`src/hw/rtl/dpr_pkg.sv`:
```
package dpr_pkg;

	localparam int unsigned RAW_W   = 33;
	localparam int unsigned GAIN_W  = 48;
	localparam int unsigned SAT_W   = 32;
	localparam int unsigned KIND_W  = 2;
	localparam int unsigned ROW_W   = 16;
	localparam int unsigned MROW_W  = 10;
	localparam int unsigned MCOL_W  = 11;
	localparam int unsigned PROD_W  = 80;

	typedef struct packed {
		logic signed [RAW_W-1:0] raw_value;
		logic                    frame_start;
	} dpr_in_t;

	typedef struct packed {
		logic [7:0] red;
		logic [7:0] green;
		logic [7:0] blue;
		logic [1:0] pixel_class;
	} dpr_out_t;

	typedef struct packed {
		logic [KIND_W-1:0] detector_kind;
		logic [ROW_W-1:0]  row_width;
	} dpr_geom_t;

	localparam logic [1:0] REG_GAIN  = 2'd0;
	localparam logic [1:0] REG_SAT   = 2'd1;
	localparam logic [1:0] REG_KIND  = 2'd2;
	localparam logic [1:0] REG_WIDTH = 2'd3;

	localparam logic [KIND_W-1:0] KIND_GENERIC = 2'd0;
	localparam logic [KIND_W-1:0] KIND_NARROW  = 2'd1;
	localparam logic [KIND_W-1:0] KIND_WIDE    = 2'd2;

	localparam logic [1:0] CLS_GRAY     = 2'd0;
	localparam logic [1:0] CLS_GAP      = 2'd1;
	localparam logic [1:0] CLS_INACTIVE = 2'd2;
	localparam logic [1:0] CLS_SAT      = 2'd3;

	localparam logic [GAIN_W-1:0] GAIN_RESET  = 48'h0001_0000_0000;
	localparam logic [SAT_W-1:0]  SAT_RESET   = 32'd65535;
	localparam logic [ROW_W-1:0]  WIDTH_RESET = 16'd2463;

	localparam logic [RAW_W-1:0] RAW_INACTIVE = 33'h1_FFFF_FFFE;

	localparam logic [MROW_W-1:0] NARROW_ROW_MOD = 10'd212;
	localparam logic [MCOL_W-1:0] NARROW_COL_MOD = 11'd494;
	localparam logic [MROW_W-1:0] NARROW_ROW_ACT = 10'd195;
	localparam logic [MCOL_W-1:0] NARROW_COL_ACT = 11'd487;
	localparam logic [MROW_W-1:0] WIDE_ROW_MOD   = 10'd551;
	localparam logic [MCOL_W-1:0] WIDE_COL_MOD   = 11'd1040;
	localparam logic [MROW_W-1:0] WIDE_ROW_ACT   = 10'd514;
	localparam logic [MCOL_W-1:0] WIDE_COL_ACT   = 11'd1030;

	localparam logic [7:0] GAP_R      = 8'd255;
	localparam logic [7:0] GAP_GB     = 8'd228;
	localparam logic [7:0] INACT_R    = 8'd245;
	localparam logic [7:0] INACT_GB   = 8'd1;
	localparam logic [7:0] SAT_RG     = 8'd254;
	localparam logic [7:0] SAT_B      = 8'd1;
	localparam logic [7:0] GRAY_WHITE = 8'd255;
	localparam logic [7:0] GRAY_BLACK = 8'd0;
	localparam logic [8:0] GRAY_SPAN  = 9'd256;

endpackage

```
`src/hw/rtl/dpr_pos.sv`:
```
module dpr_pos
	import dpr_pkg::*;
(
	input  logic      clk,
	input  logic      arst_n,
	input  logic      advance,
	input  logic      frame_start,
	input  dpr_geom_t geom,
	output logic      gap
);

	logic [ROW_W-1:0]  column_count_q;
	logic [MROW_W-1:0] module_row_count_q;
	logic [MCOL_W-1:0] module_column_count_q;

	logic [ROW_W-1:0]  col_cur;
	logic [MROW_W-1:0] mrow_cur;
	logic [MCOL_W-1:0] mcol_cur;
	logic [MROW_W-1:0] row_mod;
	logic [MROW_W-1:0] row_act;
	logic [MCOL_W-1:0] col_mod;
	logic [MCOL_W-1:0] col_act;
	logic [ROW_W:0]    width_eff;
	logic [ROW_W:0]    col_inc;
	logic [MROW_W:0]   mrow_inc;
	logic [MCOL_W:0]   mcol_inc;
	logic              row_end;
	logic              gapped;

	assign col_cur  = frame_start ? '0 : column_count_q;
	assign mrow_cur = frame_start ? '0 : module_row_count_q;
	assign mcol_cur = frame_start ? '0 : module_column_count_q;

	always_comb begin
		if (geom.detector_kind == KIND_WIDE) begin
			row_mod = WIDE_ROW_MOD;
			col_mod = WIDE_COL_MOD;
			row_act = WIDE_ROW_ACT;
			col_act = WIDE_COL_ACT;
		end else begin
			row_mod = NARROW_ROW_MOD;
			col_mod = NARROW_COL_MOD;
			row_act = NARROW_ROW_ACT;
			col_act = NARROW_COL_ACT;
		end
	end

	assign gapped = (geom.detector_kind == KIND_NARROW) || (geom.detector_kind == KIND_WIDE);
	assign gap    = gapped && !((mrow_cur < row_act) && (mcol_cur < col_act));

	assign width_eff = (geom.row_width == '0) ? (ROW_W+1)'(1) : {1'b0, geom.row_width};
	assign col_inc   = {1'b0, col_cur} + (ROW_W+1)'(1);
	assign mrow_inc  = {1'b0, mrow_cur} + (MROW_W+1)'(1);
	assign mcol_inc  = {1'b0, mcol_cur} + (MCOL_W+1)'(1);
	assign row_end   = col_inc >= width_eff;

	always_ff @(posedge clk or negedge arst_n) begin
		if (!arst_n) begin
			column_count_q        <= '0;
			module_row_count_q    <= '0;
			module_column_count_q <= '0;
		end else if (advance) begin
			if (row_end) begin
				column_count_q        <= '0;
				module_column_count_q <= '0;
				module_row_count_q    <= (mrow_inc >= {1'b0, row_mod}) ? '0 : mrow_inc[MROW_W-1:0];
			end else begin
				column_count_q        <= col_inc[ROW_W-1:0];
				module_column_count_q <= (mcol_inc >= {1'b0, col_mod}) ? '0 : mcol_inc[MCOL_W-1:0];
			end
		end
	end

endmodule

```
`src/hw/rtl/detector_pixel_to_rgb.sv`:
```
// Channel   Handshake                 Payload
// in        in_valid / in_ready       in_data  (dpr_in_t)
// out       out_valid / out_ready     out_data (dpr_out_t)
// cfg       cfg_wr_en                 cfg_index, cfg_data
//
// Stages, one pixel per cycle while out_ready holds: input register, gain multiplier
// stage (two partial products), then product sum and colour into the output register.
// Reset clears the valid flags and position counters and loads register defaults.
// A stall at the output holds each stage that is full; an empty stage still fills,
// so in_ready stays high while any bubble remains in the pipe.
module detector_pixel_to_rgb
	import dpr_pkg::*;
#(
	parameter int unsigned GAIN_FRACTION_BITS = 32
) (
	input  logic              clk,
	input  logic              arst_n,
	input  logic              in_valid,
	output logic              in_ready,
	input  dpr_in_t           in_data,
	output logic              out_valid,
	input  logic              out_ready,
	output dpr_out_t          out_data,
	input  logic              cfg_wr_en,
	input  logic [1:0]        cfg_index,
	input  logic [GAIN_W-1:0] cfg_data
);

	localparam int unsigned SHIFT = GAIN_FRACTION_BITS - 8;

	logic [GAIN_W-1:0] correction_gain_q;
	logic [SAT_W-1:0]  saturation_level_q;
	logic [KIND_W-1:0] detector_kind_q;
	logic [ROW_W-1:0]  row_width_q;

	logic              adv1, adv2, adv3, accept;
	logic              gap;
	dpr_geom_t         geom;

	logic              v_s1;
	logic [RAW_W-1:0]  raw_s1;
	logic              gap_s1;

	logic              v_s2;
	logic [1:0]        cls_s2;
	logic              neg_s2;
	logic [47:0]       hi_s2;
	logic [63:0]       lo_s2;

	logic [1:0]        cls_next;
	logic [47:0]       prod_hi;
	logic [63:0]       prod_lo;
	logic [PROD_W-1:0] prod;
	logic [7:0]        gray;
	logic [8:0]        gray_sub;
	dpr_out_t          out_next;
	dpr_out_t          out_q;
	logic              out_valid_q;

	always_ff @(posedge clk or negedge arst_n) begin
		if (!arst_n) begin
			correction_gain_q  <= GAIN_RESET;
			saturation_level_q <= SAT_RESET;
			detector_kind_q    <= KIND_GENERIC;
			row_width_q        <= WIDTH_RESET;
		end else if (cfg_wr_en) begin
			case (cfg_index)
				REG_GAIN:  correction_gain_q  <= cfg_data;
				REG_SAT:   saturation_level_q <= cfg_data[SAT_W-1:0];
				REG_KIND:  detector_kind_q    <= cfg_data[KIND_W-1:0];
				REG_WIDTH: row_width_q        <= cfg_data[ROW_W-1:0];
				default:   ;
			endcase
		end
	end

	assign adv3     = !out_valid_q || out_ready;
	assign adv2     = !v_s2 || adv3;
	assign adv1     = !v_s1 || adv2;
	assign in_ready = adv1;
	assign accept   = in_valid && in_ready;

	assign geom.detector_kind = detector_kind_q;
	assign geom.row_width     = row_width_q;

	dpr_pos u_pos (
		.clk         (clk),
		.arst_n      (arst_n),
		.advance     (accept),
		.frame_start (in_data.frame_start),
		.geom        (geom),
		.gap         (gap)
	);

	always_ff @(posedge clk or negedge arst_n) begin
		if (!arst_n) begin
			v_s1 <= 1'b0;
		end else if (adv1) begin
			v_s1 <= in_valid;
		end
	end

	always_ff @(posedge clk) begin
		if (accept) begin
			raw_s1 <= in_data.raw_value;
			gap_s1 <= gap;
		end
	end

	always_comb begin
		if (gap_s1) begin
			cls_next = CLS_GAP;
		end else if (raw_s1 == RAW_INACTIVE) begin
			cls_next = CLS_INACTIVE;
		end else if (!raw_s1[RAW_W-1] && (raw_s1[SAT_W-1:0] >= saturation_level_q)) begin
			cls_next = CLS_SAT;
		end else begin
			cls_next = CLS_GRAY;
		end
	end

	assign prod_hi = raw_s1[31:0] * correction_gain_q[47:32];
	assign prod_lo = raw_s1[31:0] * correction_gain_q[31:0];

	always_ff @(posedge clk or negedge arst_n) begin
		if (!arst_n) begin
			v_s2 <= 1'b0;
		end else if (adv2) begin
			v_s2 <= v_s1;
		end
	end

	always_ff @(posedge clk) begin
		if (adv2 && v_s1) begin
			cls_s2 <= cls_next;
			neg_s2 <= raw_s1[RAW_W-1];
			hi_s2  <= prod_hi;
			lo_s2  <= prod_lo;
		end
	end

	assign prod     = {hi_s2, 32'd0} + {16'd0, lo_s2};
	assign gray_sub = GRAY_SPAN - {1'b0, prod[GAIN_FRACTION_BITS-1:SHIFT]}
	                - {8'd0, |prod[SHIFT-1:0]};

	always_comb begin
		if (neg_s2 || (prod == '0)) begin
			gray = GRAY_WHITE;
		end else if (|prod[PROD_W-1:GAIN_FRACTION_BITS]) begin
			gray = GRAY_BLACK;
		end else begin
			gray = gray_sub[7:0];
		end
	end

	always_comb begin
		out_next.pixel_class = cls_s2;
		case (cls_s2)
			CLS_GAP: begin
				out_next.red   = GAP_R;
				out_next.green = GAP_GB;
				out_next.blue  = GAP_GB;
			end
			CLS_INACTIVE: begin
				out_next.red   = INACT_R;
				out_next.green = INACT_GB;
				out_next.blue  = INACT_GB;
			end
			CLS_SAT: begin
				out_next.red   = SAT_RG;
				out_next.green = SAT_RG;
				out_next.blue  = SAT_B;
			end
			default: begin
				out_next.red   = gray;
				out_next.green = gray;
				out_next.blue  = gray;
			end
		endcase
	end

	always_ff @(posedge clk or negedge arst_n) begin
		if (!arst_n) begin
			out_valid_q <= 1'b0;
		end else if (adv3) begin
			out_valid_q <= v_s2;
		end
	end

	always_ff @(posedge clk) begin
		if (adv3 && v_s2) begin
			out_q <= out_next;
		end
	end

	assign out_valid = out_valid_q;
	assign out_data  = out_q;

`ifndef ASSERT_OFF
	a_stall_holds_s2: assert property (@(posedge clk) disable iff (!arst_n)
		v_s2 && !adv3 |=> v_s2 && $stable(lo_s2) && $stable(hi_s2) && $stable(cls_s2))
		else $error("multiplier stage changed while stalled");

	a_frame_start_no_gap: assert property (@(posedge clk) disable iff (!arst_n)
		accept && in_data.frame_start |=> v_s1 && !gap_s1)
		else $error("first pixel of a frame flagged as gap");

	a_gray_is_gray: assert property (@(posedge clk) disable iff (!arst_n)
		out_valid && out_data.pixel_class == CLS_GRAY
		|-> out_data.red == out_data.green && out_data.green == out_data.blue)
		else $error("gray pixel with unequal channels");
`endif

endmodule
```
`config.mk`:
```
export PLATFORM = sky130hd
export DESIGN_NAME = detector_pixel_to_rgb
export DESIGN_NICKNAME = d
export VERILOG_FILES = /design/src/hw/rtl/dpr_pkg.sv /design/src/hw/rtl/dpr_pos.sv /design/src/hw/rtl/detector_pixel_to_rgb.sv
export SDC_FILE = /design/constraint.sdc
export NUM_CORES = 2
export LEC_CHECK = 0
export ABC_CLOCK_PERIOD_IN_PS = 11100
export BUFFER_PORTS_ARGS = -buffer_cell sky130_fd_sc_hd__buf_2
export CAP_MARGIN = 5
export CORE_MARGIN = 10
export CORE_UTILIZATION = 40
export DETAILED_ROUTE_END_ITERATION = 6
export PLACE_DENSITY_LB_ADDON = 0.15
export RECOVER_POWER = 25
export SYNTH_ARGS = -nofsm -noshare
export SYNTH_HDL_FRONTEND = slang
export SYNTH_HIERARCHICAL = 1
export SYNTH_SLANG_ARGS = --single-unit
```
`constraint.sdc`:
```
create_clock -name clk -period 11.1 [get_ports clk]
set_input_delay 1.11 -clock clk [delete_from_list [all_inputs] [get_ports clk]]
set_output_delay 1.11 -clock clk [all_outputs]
set_load 0.02 [all_outputs]
```
**After elaboration in Yosys (flattened, before gate mapping)**

Cells that the tools add are included.

- ROM bits: 0
- Bits of input ports: 89
- Memory bits (writable): 0
- Flip-flop bits (word level): 313
- Latch bits: 0
- Logic and storage cells: 86
- Memories: 0

- Equality and inequality tests: 9
- Order comparisons: 6
- $mul: 2
- Reduce and logical (&&, ||, !) cells: 26
- Multiplexer cells: 17
- Bitwise operators: 0
- Shift-type cells: 0
- Add/subtract/negate cells: 6
- Divide/modulo/power cells: 0

Operators by type and width:

| cell | number |
|---|---|
| $add 80x64->80 | 1 |
| $logic_not 80->1 | 1 |
| $pmux 24 s3 | 1 |
| $mul 32x32->64 | 1 |
| $mux 11 | 5 |
| $mul 32x16->48 | 1 |
| $mux 16 | 3 |
| $reduce_or 48->1 | 1 |
| $mux 10 | 4 |
| $eq 33x33->1 const B | 1 |
| $ge 32x32->1 | 1 |
| $reduce_or 24->1 | 1 |
| $add 16x1->17 const B | 1 |
| $ge 17x17->1 | 1 |
| $logic_not 16->1 | 1 |
| $mux 8 | 2 |
| $add 11x1->12 const B | 1 |
| $ge 12x11->1 | 1 |
| $add 10x1->11 const B | 1 |
| $ge 11x10->1 | 1 |
| $lt 11x11->1 | 1 |
| $eq 2x2->1 const B | 5 |
| $lt 10x10->1 | 1 |
| $reduce_and 2->1 | 5 |
| 8 further kinds | 24 |

**Longest topological paths before layout**

- Depth after elaboration: 6
- Gate-level depth with buffers: 30
- Gate-level depth less buffers: 29

**By module**

Netlist, hierarchy kept.

By module, submodules not included:

| module | times used | area an instance (µm²) | cells each | sequential area each (µm²) |
|---|---|---|---|---|
| detector_pixel_to_rgb | 1 | 62052.0 | 6514 | 7813.7 |
| dpr_pos | 1 | 3497.1 | 408 | 925.9 |

**Worst setup path before layout**

No wires, ideal clock.

- Path type: register to register
- From: register raw_s1[7]
- To: register lo_s2[59] (data pin)
- Path slack: 3.195 ns
- Library setup time: 0.266 ns
- Data arrival time: 7.639 ns
- Data required time: 10.834 ns
- Cell stages (with the launch flop): 29
- Path through: edfxtp_1 -> clkbuf_1 -> clkbuf_1 -> nand2_1 -> fa_1 -> inv_1 -> fa_1 -> inv_1 -> fa_1 -> inv_1 -> fa_1 -> fa_1 -> fa_1 -> fa_1 -> inv_1 -> fa_1 -> inv_1 -> ha_1 -> a211oi_1 -> nor3b_1 -> o41ai_1 -> nor4b_1 -> a21oi_1 -> a21o_1 -> a221o_1 -> a21oi_1 -> nor2_1 -> o41ai_1 -> xnor2_1

- Cells in the longest elaborated chain, start to end: 1

Ends and longest elaborated chain:

| what | RTL line | source |
|---|---|---|
| start: declaration | detector_pixel_to_rgb.sv:41 | `logic [RAW_W-1:0] raw_s1;` |
| start signal: assignment | detector_pixel_to_rgb.sv:105 | `raw_s1 <= in_data.raw_value;` |
| $mul 32x32->64 | detector_pixel_to_rgb.sv:123 | `assign prod_lo = raw_s1[31:0] * correction_gain_q[31:0];` |
| named net prod_lo[59] | detector_pixel_to_rgb.sv:52 | `logic [63:0] prod_lo;` |
| end signal: assignment | detector_pixel_to_rgb.sv:138 | `lo_s2 <= prod_lo;` |
| end: declaration | detector_pixel_to_rgb.sv:48 | `logic [63:0] lo_s2;` |

The timed path passes the listed nets, and every way through them passes these cells.
A chain may end at the register's enable or synchronous reset.

**Final worst setup path**

- From: register raw_s1[18]
- To: register lo_s2[59] (data pin)

The elaborated chain is that of the path after synthesis.

==> flow_metrics.tcl <==
set metrics [dict create \
    outcome "finished, violations left" \
    violations "max-capacitance violations, max-slew violations" \
    ys_async_sr_fraction 0.4409 \
    wire_per_inst_um 21.28 \
    startpoint_type "flip-flop" \
    synth-edff-count 175 \
    synth_ff_type "edfxtp_1" \
    yosys_warnings 6 \
    numClockSinks 313 \
    syn_nets 8834 \
    slowest_delay_ps 850 \
    ff_latch_area_um2 8751 \
    synthTopCellsByCount "inv_1, fa_1, nand2_1" \
    yosysMostFrequentCell "inv_1" \
    fin_ws_ps 1691 \
    place.gp.congestion 0.8821 \
    min_period_ps 9409 \
    crit_start "raw_s1[18]" \
    r2r_cells 26 \
    drc 0 \
    drt_iter0_markers 2884 \
    worst_hold_path_type "flip-flop to flip-flop" \
    required_ps 11450 \
    maxCapViolCount 3 \
    slowest_stage "edfxtp_1" \
    dr_total_vias 46920 \
    cp_num_buf_inv 5 \
    cts_buffers 41 \
    drt_wl_total_mm 191.9 \
    cp.depth 26 \
    grt_start_max_net_pins 76 \
    gr-total-overflow 0 \
    antenna_left 0 \
    slew_headroom -1.239 \
    yosys.area.top_type_share 0.4016 \
    multiInputGateArea_um2 50300 \
    yosysSeqAreaShare 0.1333 \
    dp_slack_ps 1635 \
    hold_viol_final 0 \
    finalCritPeriodShare 0.8477 \
    cts_max_path_buffers 3 \
    drt_first_pass_iters 6 \
    cpMostUsedCell "fa_1" \
    yosys_register_bits 313 \
    cts.reportedPaths.clkPinSlew_ps 70 \
    yosysTopAreaCell "fa_1" \
    clock_skew_ps 40.12 \
    netlist_instances 6922 \
    r2r-end "lo_s2[59]" \
    crit_end "lo_s2[59]" \
    num_io_pins 117 \
    cp_top_family "adder cells" \
    fp-row-count 148 \
    grt_pass1_vias 51160 \
    end_kind "flip-flop" \
    die_area_um2 180500 \
    rsz0062_at_grt "no" \
    setup_tns_ps 0 \
    synth_cell_types 91 \
    slew_violations 129 \
    htree_levels 2 \
    reg2reg_from "raw_s1[18]" \
    critical_path_class "flip-flop to flip-flop" \
    final_nets 8722 \
    hpwl_mm 150.7 \
    fill_cells 16000 \
    initial_core_util 0.4027 \
    die_x_um 424.8 \
    area.growth.synth_to_final_pct 6.179 \
    reg2reg_setup_slack_ps 1690 \
    portBuffers 116 \
    post-cts-setup-buffers 0 \
    grt_pass1_wl_mm 304.3 \
    worst_pin_slew_ps 3359 \
    fmax_ghz 0.1063 \
    cp_max_fo 35 \
    netlist_area_um2 65550 \
    track_usage 0.2147 \
    yosys-top-cells-area "fa_1, ha_1, edfxtp_1" \
    core_area_um2 162800 \
    cts_tree "built" \
    die_y_um 424.8 \
    cts_resized 0 \
    setup_viol 0 \
    hold_buffers 0 \
    drive_above_1_share 0.06300 \
    viasPerCell 5.203 \
    arrival_ps 9760 \
    avgSynthCellArea_um2 9.470 \
    cts_root_buffer "clkbuf_16" \
    antenna_found_initial 11 \
    clk_latency_ps 650 \
]
## kinds of logic after synthesis
| logic type | count (synthesis) | share of synthesized area |
|---|---|---|
| and+or+nand+nor | 2158 | 0.1649 |
| adders and majority gates | 1823 | 0.4986 |
| buffers and inverters | 1731 | 0.09960 |
| AOI/OAI and AO/OA | 631 | 0.06385 |
| DFF | 313 | 0.1333 |
| xor gates and xnor gates | 154 | 0.02058 |
| muxes | 112 | 0.01915 |
## registers in the layout (all words and copies together), names as in the netlist, 10 cells and up
| register | cells |
|---|---|
| u_pos/module_row_count_q | 10 |
| hi_s2 | 48 |
| raw_s1 | 33 |
| u_pos/module_column_count_q | 11 |
| lo_s2 | 64 |
| saturation_level_q | 32 |
| correction_gain_q | 48 |
| row_width_q | 16 |
| out_data | 26 |
| u_pos/column_count_q | 16 |
## per-stage QoR
| stage | cell area, um^2 | hold slack [ps] | instances | util |
|---|---|---|---|---|
| 2_1_floorplan | 65550 | 449.4 | 6922 | - |
| 3_3_place_gp | 68210 | 467.1 | 8942 | 0.4191 |
| 3_5_place_dp | 68210 | 477.2 | 8942 | 0.4191 |
| 4_1_cts | 69640 | 436.4 | 9016 | 0.4278 |
| 5_1_grt | 69590 | 511.6 | 9016 | 0.4276 |
| 6_report | 69600 | 488.5 | 9018 | 0.4276 |
## cell usage in the layout, fill, tap and decap left out, types with 26 or more instances in the layout
master / n
nand4_1: 63
xor2_1: 56
a21o_1: 84
o21ai_0: 114
ha_1: 508
and3_1: 33
nand3_1: 56
nor3_1: 32
nor2b_1: 52
a211oi_1: 26
a21oi_1: 162
buf_4: 92
nand2_1: 922
nand2b_1: 27
mux2_2: 107
and2_1: 741
fa_1: 1315
xnor2_1: 98
buf_2: 100
inv_1: 1363
nor2_1: 157
clkbuf_16: 42
edfxtp_1: 175
dfrtp_1: 104
## per-layer routing
metal	GRT usage	vias to the layer above	share of wire
met2	0.3463	1172	0.45
met4	0.03679	4	0.016
met3	0.03245	185	0.060
met5	0	-	0.00014
li1	-	20990	-
met1	0.3093	24570	0.47
## worst min path at each step
stage | end | depth (start not counted) | slack, ps | start
CTS | u_pos/module_row_count_q[1] | 1 | 440 | arst_n
global placement | v_s2 | 1 | 470 | v_s1
detailed placement | v_s2 | 1 | 480 | v_s1
floorplan | v_s2 | 1 | 450 | v_s1
finish | out_valid | 1 | 490 | v_s2
global route | v_s2 | 1 | 510 | v_s1
## layout make-up
class                           count  area share
Multi-Input combinational cell   4878      0.7227
Sequential cell                   313      0.1257
Inverter                         1363     0.07351
Tap cell                         2175     0.03910
Timing Repair Buffer              213     0.01848
Clock buffer                       48     0.01571
Clock inverter                     26    0.004728
Antenna cell                        2  0.00007191
Power is not shown: default switching activity piles up to over one toggle a cycle in this logic, so the estimate is an artifact.
